File: src/hw/rtl/ipse_pkg.sv
`timescale 1ns / 1ps

package ipse_pkg;

    localparam int TIME_BITS_DEF = 48;

    localparam int MINUTES_W  = 16;
    localparam int MS_W       = 32;
    localparam int CFG_DATA_W = 32;
    localparam int CFG_IDX_W  = 3;
    localparam int POWER_W    = 3;

    localparam logic [MS_W-1:0] MS_PER_MINUTE = 32'd60000;

    localparam logic [CFG_IDX_W-1:0] REG_LOCK_MINUTES      = 3'd0;
    localparam logic [CFG_IDX_W-1:0] REG_SLEEP_MINUTES     = 3'd1;
    localparam logic [CFG_IDX_W-1:0] REG_HYBRID_MINUTES    = 3'd2;
    localparam logic [CFG_IDX_W-1:0] REG_HIBERNATE_MINUTES = 3'd3;
    localparam logic [CFG_IDX_W-1:0] REG_POWEROFF_MINUTES  = 3'd4;
    localparam logic [CFG_IDX_W-1:0] REG_SYNC_INTERVAL_MS  = 3'd5;

    localparam logic [MINUTES_W-1:0] LOCK_MINUTES_RST      = 16'd5;
    localparam logic [MINUTES_W-1:0] SLEEP_MINUTES_RST     = 16'd15;
    localparam logic [MINUTES_W-1:0] HYBRID_MINUTES_RST    = 16'd30;
    localparam logic [MINUTES_W-1:0] HIBERNATE_MINUTES_RST = 16'd60;
    localparam logic [MINUTES_W-1:0] POWEROFF_MINUTES_RST  = 16'd120;
    localparam logic [MS_W-1:0]      SYNC_INTERVAL_MS_RST  = 32'd7200000;

    typedef enum logic [POWER_W-1:0] {
        PWR_NONE      = 3'd0,
        PWR_SLEEP     = 3'd1,
        PWR_HYBRID    = 3'd2,
        PWR_HIBERNATE = 3'd3,
        PWR_OFF       = 3'd4
    } power_t;

    // Thresholds held in milliseconds: minutes times 60000 fits in 32 bits
    typedef struct packed {
        logic [MS_W-1:0] lock_ms;
        logic [MS_W-1:0] sleep_ms;
        logic [MS_W-1:0] hybrid_ms;
        logic [MS_W-1:0] hibernate_ms;
        logic [MS_W-1:0] poweroff_ms;
        logic [MS_W-1:0] sync_interval_ms;
    } ipse_cfg_t;

    function automatic logic [MS_W-1:0] minutes_to_ms(input logic [MINUTES_W-1:0] minutes);
        logic [MS_W-1:0] wide;
        wide = {{(MS_W-MINUTES_W){1'b0}}, minutes};
        return wide * MS_PER_MINUTE;
    endfunction

endpackage

File: src/hw/rtl/ipse_if.sv
`timescale 1ns / 1ps

interface ipse_poll_if #(
    parameter int TIME_BITS = ipse_pkg::TIME_BITS_DEF
);
    logic                 valid;
    logic                 ready;
    logic [TIME_BITS-1:0] now_ms;
    logic [TIME_BITS-1:0] last_activity_ms;
    logic                 display_locked;

    modport source (
        output valid,
        output now_ms,
        output last_activity_ms,
        output display_locked,
        input  ready
    );

    modport sink (
        input  valid,
        input  now_ms,
        input  last_activity_ms,
        input  display_locked,
        output ready
    );
endinterface

interface ipse_result_if;
    logic       valid;
    logic       ready;
    logic       sync_pulse;
    logic       lock_request;
    logic [2:0] power_request;

    modport source (
        output valid,
        output sync_pulse,
        output lock_request,
        output power_request,
        input  ready
    );

    modport sink (
        input  valid,
        input  sync_pulse,
        input  lock_request,
        input  power_request,
        output ready
    );
endinterface

File: src/hw/rtl/ipse_cfg_regs.sv
`timescale 1ns / 1ps

module ipse_cfg_regs (
    input  logic                           clk,
    input  logic                           rst_n,
    input  logic                           cfg_we,
    input  logic [ipse_pkg::CFG_IDX_W-1:0]  cfg_index,
    input  logic [ipse_pkg::CFG_DATA_W-1:0] cfg_data,
    output ipse_pkg::ipse_cfg_t            cfg
);
    import ipse_pkg::*;

    ipse_cfg_t        cfg_reg;
    ipse_cfg_t        cfg_next;
    logic [MS_W-1:0]  data_ms;

    assign data_ms = minutes_to_ms(cfg_data[MINUTES_W-1:0]);

    always_comb
    begin
        cfg_next = cfg_reg;
        if (cfg_we)
        begin
            unique case (cfg_index)
                REG_LOCK_MINUTES:      cfg_next.lock_ms          = data_ms;
                REG_SLEEP_MINUTES:     cfg_next.sleep_ms         = data_ms;
                REG_HYBRID_MINUTES:    cfg_next.hybrid_ms        = data_ms;
                REG_HIBERNATE_MINUTES: cfg_next.hibernate_ms     = data_ms;
                REG_POWEROFF_MINUTES:  cfg_next.poweroff_ms      = data_ms;
                REG_SYNC_INTERVAL_MS:  cfg_next.sync_interval_ms = cfg_data[MS_W-1:0];
                default:               cfg_next = cfg_reg;
            endcase
        end
    end

    always_ff @(posedge clk or negedge rst_n)
    begin
        if (!rst_n)
        begin
            cfg_reg.lock_ms          <= minutes_to_ms(LOCK_MINUTES_RST);
            cfg_reg.sleep_ms         <= minutes_to_ms(SLEEP_MINUTES_RST);
            cfg_reg.hybrid_ms        <= minutes_to_ms(HYBRID_MINUTES_RST);
            cfg_reg.hibernate_ms     <= minutes_to_ms(HIBERNATE_MINUTES_RST);
            cfg_reg.poweroff_ms      <= minutes_to_ms(POWEROFF_MINUTES_RST);
            cfg_reg.sync_interval_ms <= SYNC_INTERVAL_MS_RST;
        end
        else
        begin
            cfg_reg <= cfg_next;
        end
    end

    assign cfg = cfg_reg;

endmodule

File: src/hw/rtl/ipse_core.sv
`timescale 1ns / 1ps

module ipse_core #(
    parameter int TIME_BITS = ipse_pkg::TIME_BITS_DEF
) (
    input  logic                clk,
    input  logic                rst_n,
    input  ipse_pkg::ipse_cfg_t cfg,
    ipse_poll_if.sink           poll,
    ipse_result_if.source       result
);
    import ipse_pkg::*;

    logic                 in_valid_reg;
    logic [TIME_BITS-1:0] now_reg;
    logic [TIME_BITS-1:0] last_reg;
    logic                 locked_reg;

    logic [TIME_BITS-1:0] sync_base_reg;
    logic [TIME_BITS-1:0] sync_base_next;
    logic                 base_captured_reg;
    logic                 base_captured_next;

    logic                 out_valid_reg;
    logic                 pulse_reg;
    logic                 lock_req_reg;
    power_t               power_reg;

    logic                 advance;
    logic                 in_take;
    logic [TIME_BITS-1:0] since_sync;
    logic [TIME_BITS-1:0] idle_ms;
    logic                 pulse;
    logic                 lock_req;
    power_t               power;

    assign advance = in_valid_reg && (!out_valid_reg || result.ready);
    assign in_take = poll.valid && poll.ready;
    assign poll.ready = !in_valid_reg || advance;

    assign since_sync = now_reg - sync_base_reg;
    assign idle_ms    = now_reg - last_reg;
    assign pulse      = base_captured_reg &&
                        (since_sync >= TIME_BITS'(cfg.sync_interval_ms));
    assign lock_req   = !locked_reg && (idle_ms >= TIME_BITS'(cfg.lock_ms));

    always_comb
    begin
        priority if (idle_ms >= TIME_BITS'(cfg.poweroff_ms))
            power = PWR_OFF;
        else if (idle_ms >= TIME_BITS'(cfg.hibernate_ms))
            power = PWR_HIBERNATE;
        else if (idle_ms >= TIME_BITS'(cfg.hybrid_ms))
            power = PWR_HYBRID;
        else if (idle_ms >= TIME_BITS'(cfg.sleep_ms))
            power = PWR_SLEEP;
        else
            power = PWR_NONE;
    end

    always_comb
    begin
        sync_base_next     = sync_base_reg;
        base_captured_next = base_captured_reg;
        if (advance && (!base_captured_reg || pulse))
        begin
            sync_base_next     = now_reg;
            base_captured_next = 1'b1;
        end
    end

    always_ff @(posedge clk or negedge rst_n)
    begin
        if (!rst_n)
        begin
            in_valid_reg      <= 1'b0;
            out_valid_reg     <= 1'b0;
            sync_base_reg     <= '0;
            base_captured_reg <= 1'b0;
        end
        else
        begin
            sync_base_reg     <= sync_base_next;
            base_captured_reg <= base_captured_next;
            if (poll.ready)
                in_valid_reg <= poll.valid;
            if (advance)
                out_valid_reg <= 1'b1;
            else if (result.ready)
                out_valid_reg <= 1'b0;
        end
    end

    // Hold payload words while stalled
    always_ff @(posedge clk)
    begin
        if (in_take)
        begin
            now_reg    <= poll.now_ms;
            last_reg   <= poll.last_activity_ms;
            locked_reg <= poll.display_locked;
        end
        if (advance)
        begin
            pulse_reg    <= pulse;
            lock_req_reg <= lock_req;
            power_reg    <= power;
        end
    end

    assign result.valid         = out_valid_reg;
    assign result.sync_pulse    = pulse_reg;
    assign result.lock_request  = lock_req_reg;
    assign result.power_request = power_reg;

endmodule

File: src/hw/rtl/idle_power_state_escalator.sv
`timescale 1ns / 1ps

// Idle power state escalator.
// poll (valid/ready sink) takes one word per poll: now_ms, last_activity_ms
// and display_locked. result (valid/ready source) gives one word per poll:
// sync_pulse, lock_request and power_request (0 none .. 4 power off).
// Thresholds are written on the cfg_we/cfg_index/cfg_data port in minutes
// (indexes 0..4) and the sync interval in ms (index 5); other indexes are
// ignored. Write them only while no poll is in flight.
// A poll is taken into the input register, then its result word into the result
// register, where it is valid. One poll per cycle is taken back to back while result is
// not stalled, set by the single subtract-and-compare stage between the registers.
// The first poll after reset only loads the sync base and never pulses.
// When result is stalled, the result register holds its word and the input
// register takes one more poll, after which poll.ready drops.
// Reset restores the default thresholds and clears both pipeline stages.
module idle_power_state_escalator #(
    parameter int TIME_BITS = ipse_pkg::TIME_BITS_DEF
) (
    input  logic                           clk,
    input  logic                           rst_n,
    ipse_poll_if.sink                      poll,
    ipse_result_if.source                  result,
    input  logic                           cfg_we,
    input  logic [ipse_pkg::CFG_IDX_W-1:0]  cfg_index,
    input  logic [ipse_pkg::CFG_DATA_W-1:0] cfg_data
);
    import ipse_pkg::*;

    ipse_cfg_t cfg;

    ipse_cfg_regs u_cfg_regs (
        .clk       (clk),
        .rst_n     (rst_n),
        .cfg_we    (cfg_we),
        .cfg_index (cfg_index),
        .cfg_data  (cfg_data),
        .cfg       (cfg)
    );

    ipse_core #(
        .TIME_BITS (TIME_BITS)
    ) u_core (
        .clk    (clk),
        .rst_n  (rst_n),
        .cfg    (cfg),
        .poll   (poll),
        .result (result)
    );

endmodule

File: src/flat_wrapper.sv
// flat-port wrapper written by rule: the top's interface ports become plain ports
module idle_power_state_escalator_flat import ipse_pkg::*;
#(
    parameter int TIME_BITS = ipse_pkg::TIME_BITS_DEF
)
  (clk, rst_n, cfg_we, cfg_index, cfg_data, poll_valid, poll_now_ms, poll_last_activity_ms, poll_display_locked, poll_ready, result_valid, result_sync_pulse, result_lock_request, result_power_request, result_ready);
  ipse_poll_if #(.TIME_BITS(TIME_BITS)) poll_i ();
  ipse_result_if result_i ();
  input  logic clk;
  input  logic rst_n;
  input  logic cfg_we;
  input  logic [ipse_pkg::CFG_IDX_W-1:0] cfg_index;
  input  logic [ipse_pkg::CFG_DATA_W-1:0] cfg_data;
  input wire logic [$bits(poll_i.valid)-1:0] poll_valid;
  input wire logic [$bits(poll_i.now_ms)-1:0] poll_now_ms;
  input wire logic [$bits(poll_i.last_activity_ms)-1:0] poll_last_activity_ms;
  input wire logic [$bits(poll_i.display_locked)-1:0] poll_display_locked;
  output wire logic [$bits(poll_i.ready)-1:0] poll_ready;
  output wire logic [$bits(result_i.valid)-1:0] result_valid;
  output wire logic [$bits(result_i.sync_pulse)-1:0] result_sync_pulse;
  output wire logic [$bits(result_i.lock_request)-1:0] result_lock_request;
  output wire logic [$bits(result_i.power_request)-1:0] result_power_request;
  input wire logic [$bits(result_i.ready)-1:0] result_ready;
  assign poll_i.valid = poll_valid;
  assign poll_i.now_ms = poll_now_ms;
  assign poll_i.last_activity_ms = poll_last_activity_ms;
  assign poll_i.display_locked = poll_display_locked;
  assign poll_ready = poll_i.ready;
  assign result_valid = result_i.valid;
  assign result_sync_pulse = result_i.sync_pulse;
  assign result_lock_request = result_i.lock_request;
  assign result_power_request = result_i.power_request;
  assign result_i.ready = result_ready;
  idle_power_state_escalator #(.TIME_BITS(TIME_BITS)) u_core (.clk(clk), .rst_n(rst_n), .poll(poll_i), .result(result_i), .cfg_we(cfg_we), .cfg_index(cfg_index), .cfg_data(cfg_data));
endmodule
File: config.mk
export PLATFORM = sky130hd
export DESIGN_NAME = idle_power_state_escalator_flat
export DESIGN_NICKNAME = d
export VERILOG_FILES = /design/src/hw/rtl/ipse_pkg.sv /design/src/hw/rtl/ipse_if.sv /design/src/hw/rtl/ipse_cfg_regs.sv /design/src/hw/rtl/ipse_core.sv /design/src/hw/rtl/idle_power_state_escalator.sv /design/src/flat_wrapper.sv
export SDC_FILE = /design/constraint.sdc
export NUM_CORES = 1
export LEC_CHECK = 0
export BUFFER_PORTS_ARGS = -buffer_cell sky130_fd_sc_hd__buf_2
export CAP_MARGIN = 10
export CORE_UTILIZATION = 28
export CTS_CLUSTER_SIZE = 16
export DETAILED_ROUTE_END_ITERATION = 6
export PLACE_DENSITY = 0.42
export SYNTH_ARGS = -nofsm -noshare
export SYNTH_HDL_FRONTEND = slang
export SYNTH_HIERARCHICAL = 1
export SYNTH_SLANG_ARGS = --single-unit
File: constraint.sdc
create_clock -name clk -period 7.05 [get_ports clk]
set_clock_uncertainty 0.05 [all_clocks]
set_input_delay 0.705 -clock clk [delete_from_list [all_inputs] [get_ports clk]]
set_output_delay 0.705 -clock clk [all_outputs]
set_load 0.01 [all_outputs]
# Word-level counts from Yosys, hierarchy flattened
# Cells that the tools add are included.
# totals
reg_bits,320
latchBits,0
mem_bits_rw,0
rom_bits,0
wordCells,55
n_memories,0
# classes
add_sub_neg,2
mul,1
div_mod_pow,0
n_lt_le_gt_ge,6
eq_ne,5
shifts,0
mux,5
bitwise_logic,0
reduce_logical,20
# op_table
cell,count
48-bit by 32-bit greater-or-equal comparator with 1-bit output,6
48-bit subtractor,2
"16-bit by 11-bit multiplier with 27-bit output, second input constant",1
2-bit AND reduction,6
"3-bit by 2-bit == test with 1-bit output, second input constant",2
"3-bit == test, second input constant",2
1-bit logical AND,5
1-bit logical NOT,4
2-bit 2-to-1 mux,2
"3-bit by 1-bit == test with 1-bit output, second input constant",1
3-bit logical NOT,1
1-bit logical OR,3
1-bit 2-to-1 mux,3
2-bit nonzero test,1

# Longest topological paths before layout
# depth
ltp_word,5
depth_mapped,25
mapped_depth_nobuf,23

# Cells and area by module
# Netlist, hierarchy kept.
# modules_own_cells
module,instances,cells_each,area_each_um2,seq_area_each_um2
ipse_core,1,1840,15927.8,4339.2
ipse_cfg_regs,1,907,9704.3,4257.8

# Least setup slack after synthesis
# No wires, ideal clock.
# synth_path
path_type,register to register
startpoint,reg u_core.u_core.now_reg[1]
endpoint,reg u_core.u_core.sync_base_reg[27]
setup_ns,0.125
arrival_time_ns,5.147
slack_ns,1.728
path_stages_with_launch,24
n_path_buf,2
period_less_slack_ns,5.322
cell_sequence,edfxtp_1 ha_1 nor2b_1 o31a_1 o21ai_1 a21oi_1 a21oi_1 o21bai_1 a21boi_0 o21ai_0 a21boi_0 xnor2_1 ha_1 a21oi_1 o21ai_0 a2111oi_0 nand4_1 nor4_1 o2111ai_1 a2111o_1 o31ai_4 buf_6 buf_12 mux2_4
# synth_between
elab_chain_cells,5
# synth_rtl
element,line_no,rtl
from (decl),ipse_core.sv:15,logic [TIME_BITS-1:0] now_reg;
from (signal assigned),ipse_core.sv:99,now_reg <= poll.now_ms;
48-bit subtractor,ipse_core.sv:41,assign since_sync = now_reg - sync_base_reg;
48-bit by 32-bit greater-or-equal comparator with 1-bit output,ipse_core.sv:44,(since_sync >= TIME_BITS'(cfg.sync_interval_ms));
1-bit logical AND,ipse_core.sv:43,assign pulse = base_captured_reg &&
1-bit logical OR,ipse_core.sv:65,if (advance && (!base_captured_reg || pulse))
1-bit logical AND,ipse_core.sv:65,
to (signal assigned),ipse_core.sv:83,sync_base_reg <= sync_base_next;
to (decl),ipse_core.sv:19,logic [TIME_BITS-1:0] sync_base_reg;
# Every way passes these cells.
# A chain may end at the register's enable or synchronous reset.

# Final worst setup path
# layout_path
startpoint,reg u_core.u_core.now_reg[1]
endpoint,"reg u_core.u_core.power_reg[1] (netlist: u_core/u_core/result.power_request[1]), data pin"
# layout_between
elab_chain_cells,4
# layout_rtl
element,line_no,rtl
48-bit subtractor *,ipse_core.sv:42,assign idle_ms = now_reg - last_reg;
48-bit by 32-bit greater-or-equal comparator with 1-bit output,ipse_core.sv:53,else if (idle_ms >= TIME_BITS'(cfg.hybrid_ms))
2-bit 2-to-1 mux,ipse_core.sv:53,
2-bit 2-to-1 mux,ipse_core.sv:51,else if (idle_ms >= TIME_BITS'(cfg.hibernate_ms))
to (signal assigned),ipse_core.sv:107,power_reg <= power;
to (decl),ipse_core.sv:27,power_t power_reg;
# Mark *: on every way between the ends. The rest lies on a longest branch, timed or not.

==> flow_summary_export.csv <==
group,metric,value,unit
run_status,status,"finished clean",
clocking,cts_num_sinks,320,
synth,async_reset_ff_share,68.1,%
clocking,cts_setup_buffers,0,
routing,totalWireLength,81600,µm
critical_path,endpoint_kind,"flop",
power_and_ir_drop,ir_drop,0.256,mV
critical_path,crit_chain,"ha_1, nor2b_1, o31a_1, o311ai_0, nand3b_1, a31oi_1, xnor2_1, ha_1, a21o_1, a21oi_1, nor2b_1, o21ai_0, a21oi_1, a2111oi_1, buf_4, a2111oi_0, a2111oi_0, or4b_1, a21oi_1",
floorplan,dieHeight,305,µm
routing,dr.first_iter.drc_count,1298,
placement,portBuffers,143,
critical_path,timing.rr.start,"u_core/u_core/now_reg[1]",
timing,hold_viol_final,0,
synth,postSynthAreaPerCell,9.33,µm²
power_and_ir_drop,power_density,367,mW/mm²
timing,max_freq,150,MHz
timing,relSlewSlack,33.4,%
cells_and_area,synthToLayoutAreaGrowth,12.7,%
synth,yosysMostFrequentCell,"inv_1",
cells_and_area,layout-drive-gt1-share,14.3,%
synth,synthTopCellsByCount,"403 x inv_1, 363 x ha_1, 256 x nand2_1",
floorplan,ios,144,
floorplan,die_area,0.0928,mm²
timing,finalSetupViolations,0,
global_route,grt_overflow,0,
critical_path,critPathKind,"reg2reg",
clocking,cts_root_buf,"clkbuf_16",
synth,synth_edf_count,102,
critical_path,cp-startpoint,"u_core/u_core/now_reg[1]",
synth,synth_area_leaders,"ha_1 18%, dfrtp_1 15%, edfxtp_1 12%",
placement,dp_hpwl,65100,µm
critical_path,crit_fanout,5,
synth,yosysTopAreaCell,"ha_1",
floorplan,initial_core_util,28.4,%
cells_and_area,nets,3442,
clocking,cts_hold_buf,0,
critical_path,cp_slowest_stage_delay,0.74,ns
placement,gp_congestion,0.918,
routing,vias,20100,
cells_and_area,antenna_cells,0,
clocking,cts_buffer_depth,3,
timing,slew_viol_final,0,
clocking,htree_num_levels,2,
critical_path,cpMaxStageDelayCell,"o311ai_0",
synth,syn_area,0.0256,mm²
synth,netlist.area_leader.share,17.7,%
floorplan,coreArea,0.0903,mm²
routing,first_pass_iters,5,
critical_path,cp.required,7.42,ns
synth,ys_seq_elements,320,
critical_path,cp.arrival,7.02,ns
power_and_ir_drop,p_leak,13.3,nW
cells_and_area,finalNonFillerCells,4087,
timing,rsz0062_at_grt,"false",
clocking,cts_buffers,40,
routing,drc,0,
timing,tightest_slew,0.989,ns
cells_and_area,largest_reg_flops,167,
critical_path,start_kind,"flop",
global_route,grt_pass1_wl,125000,µm
routing,vias_per_cell,4.91,
timing,timing.final.crit_period,6.65,ns
synth,ys.flop_type,"dfrtp_1",
synth,synth_warnings,6,
critical_path,crit_top_cell,"a21oi_1",
floorplan,rows,110,
global_route,grt_pass1_vias,20400,
synth,ys_types,84,
synth,netlist_instances,2747,
timing,finalSetupTns,0,ns
timing,period_share,94.3,%
clocking,cts-resized-gates,0,
global_route,antenna_found_initial,0,
clocking,cts_tree,"yes",
placement,dp.cells,4013,
clocking,clk_pin_slew_worst_paths,0.06,ns
clocking,clock_latency,0.59,ns
global_route,grt_max_degree,144,
global_route,grt.total_usage,17.5,%
routing,ant_nets,0,
min_path,holdCritPathClass,"in2async",
floorplan,die-width,305,µm
synth,yosysSeqAreaShare,33.5,%
routing,drt-wirelength-per-cell,20.0,µm
run,maxCapViolations,0,
==> path summary, 6_finish.rpt <==
| path | to | slack (ns) | depth (start not counted) |
|---|---|---|---|
| min in group clk | u_core/u_core/now_reg[12] | 0.24 | 1 |
| worst max-delay path | u_core/u_core/result.power_request[1] | 0.40 | 19 |
| worst max register to register | u_core/u_core/result.power_request[1] | 0.40 | 19 |
| worst min register to register | u_core/u_cfg_regs/cfg[174] | 0.43 | 2 |
| max in group asynchronous | u_core/u_core/sync_base_reg[38] | 5.55 | 2 |
| worst min-delay path | u_core/u_cfg_regs/cfg[142] | 0.08 | 1 |
==> power by group <==
part | internal [W] | total [W] | switching (W) | leakage (nW)
logic | 0.00212 | 0.00584 | 0.00372 | 9.11
registers | 0.00248 | 0.00272 | 0.000244 | 3.53
clock network | 0.00119 | 0.00206 | 0.000865 | 0.632
total | 0.00579 | 0.0106 | 0.00483 | 13.3
==> logic make-up (layout without fill, tap and decap cells) <==
kind of cell	after synthesis	count (layout)	synth area share [%]
compound gates	703	703	16.7
xor+xnor	99	99	3.41
fa+ha+maj	426	426	22.6
buf+inv	502	642	7.92
flops	320	320	33.5
mux	103	103	4.78
other cells	1	25	0.0146
simple gates	593	593	11.0
==> critical path: cells and delay by family, from the launching register on <==
kind / cells / cell delay (ns)
fa+ha+maj: 2 / 0.73
xor+xnor: 1 / 0.46
simple gates: 4 / 1.06
compound gates: 11 / 3.48
buf+inv: 1 / 0.22
flops: 1 / 0.50
==> per-layer routing <==
layer  global-route usage, %  share of wire [%]
met5                       0                  0
met4                    3.41                1.5
met3                    2.32                3.9
met2                    29.1                 47
met1                    24.2                 48
==> placed cells by master (no fill, tap or decap), drive strengths merged, types with 25 or more instances in the layout <==
cell type  count
inv          405
ha           363
nand2        256
o21ai        246
a21oi        211
buf          165
dfrtp        155
edfxtp       102
nor2          98
mux2          96
fa            63
dfstp         63
nand4         61
clkbuf        58
a21o          56
xnor2         56
xor2          43
o21a          35
nand3         33
nor2b         29
nor3          25
conb          25
==> stage by stage <==
step	utilization, %	hold slack (ns)	cell area (µm²)	total power [W]	worst slack [ns]
global route	32.0	0.108	28900	0.0116	0.0147
CTS	32.0	0.0509	28900	0.0108	0.168
finish	32.0	0.0761	28900	0.0106	0.399
global placement	30.6	0.412	27600	0.00855	0.194
detailed placement	30.6	0.409	27600	0.00860	0.236
floorplan	-	0.359	25700	0.00652	1.73
==> cell type report <==
class,count,area [µm²]
Fill cell,9530,61400
Multi-Input combinational cell,1949,15100
Sequential cell,320,8600
Inverter,403,1510
Tap cell,1176,1470
Clock buffer,58,1170
Timing Repair Buffer,165,916
Clock inverter,16,121
Note: power is estimated with default switching activity, not from simulation.
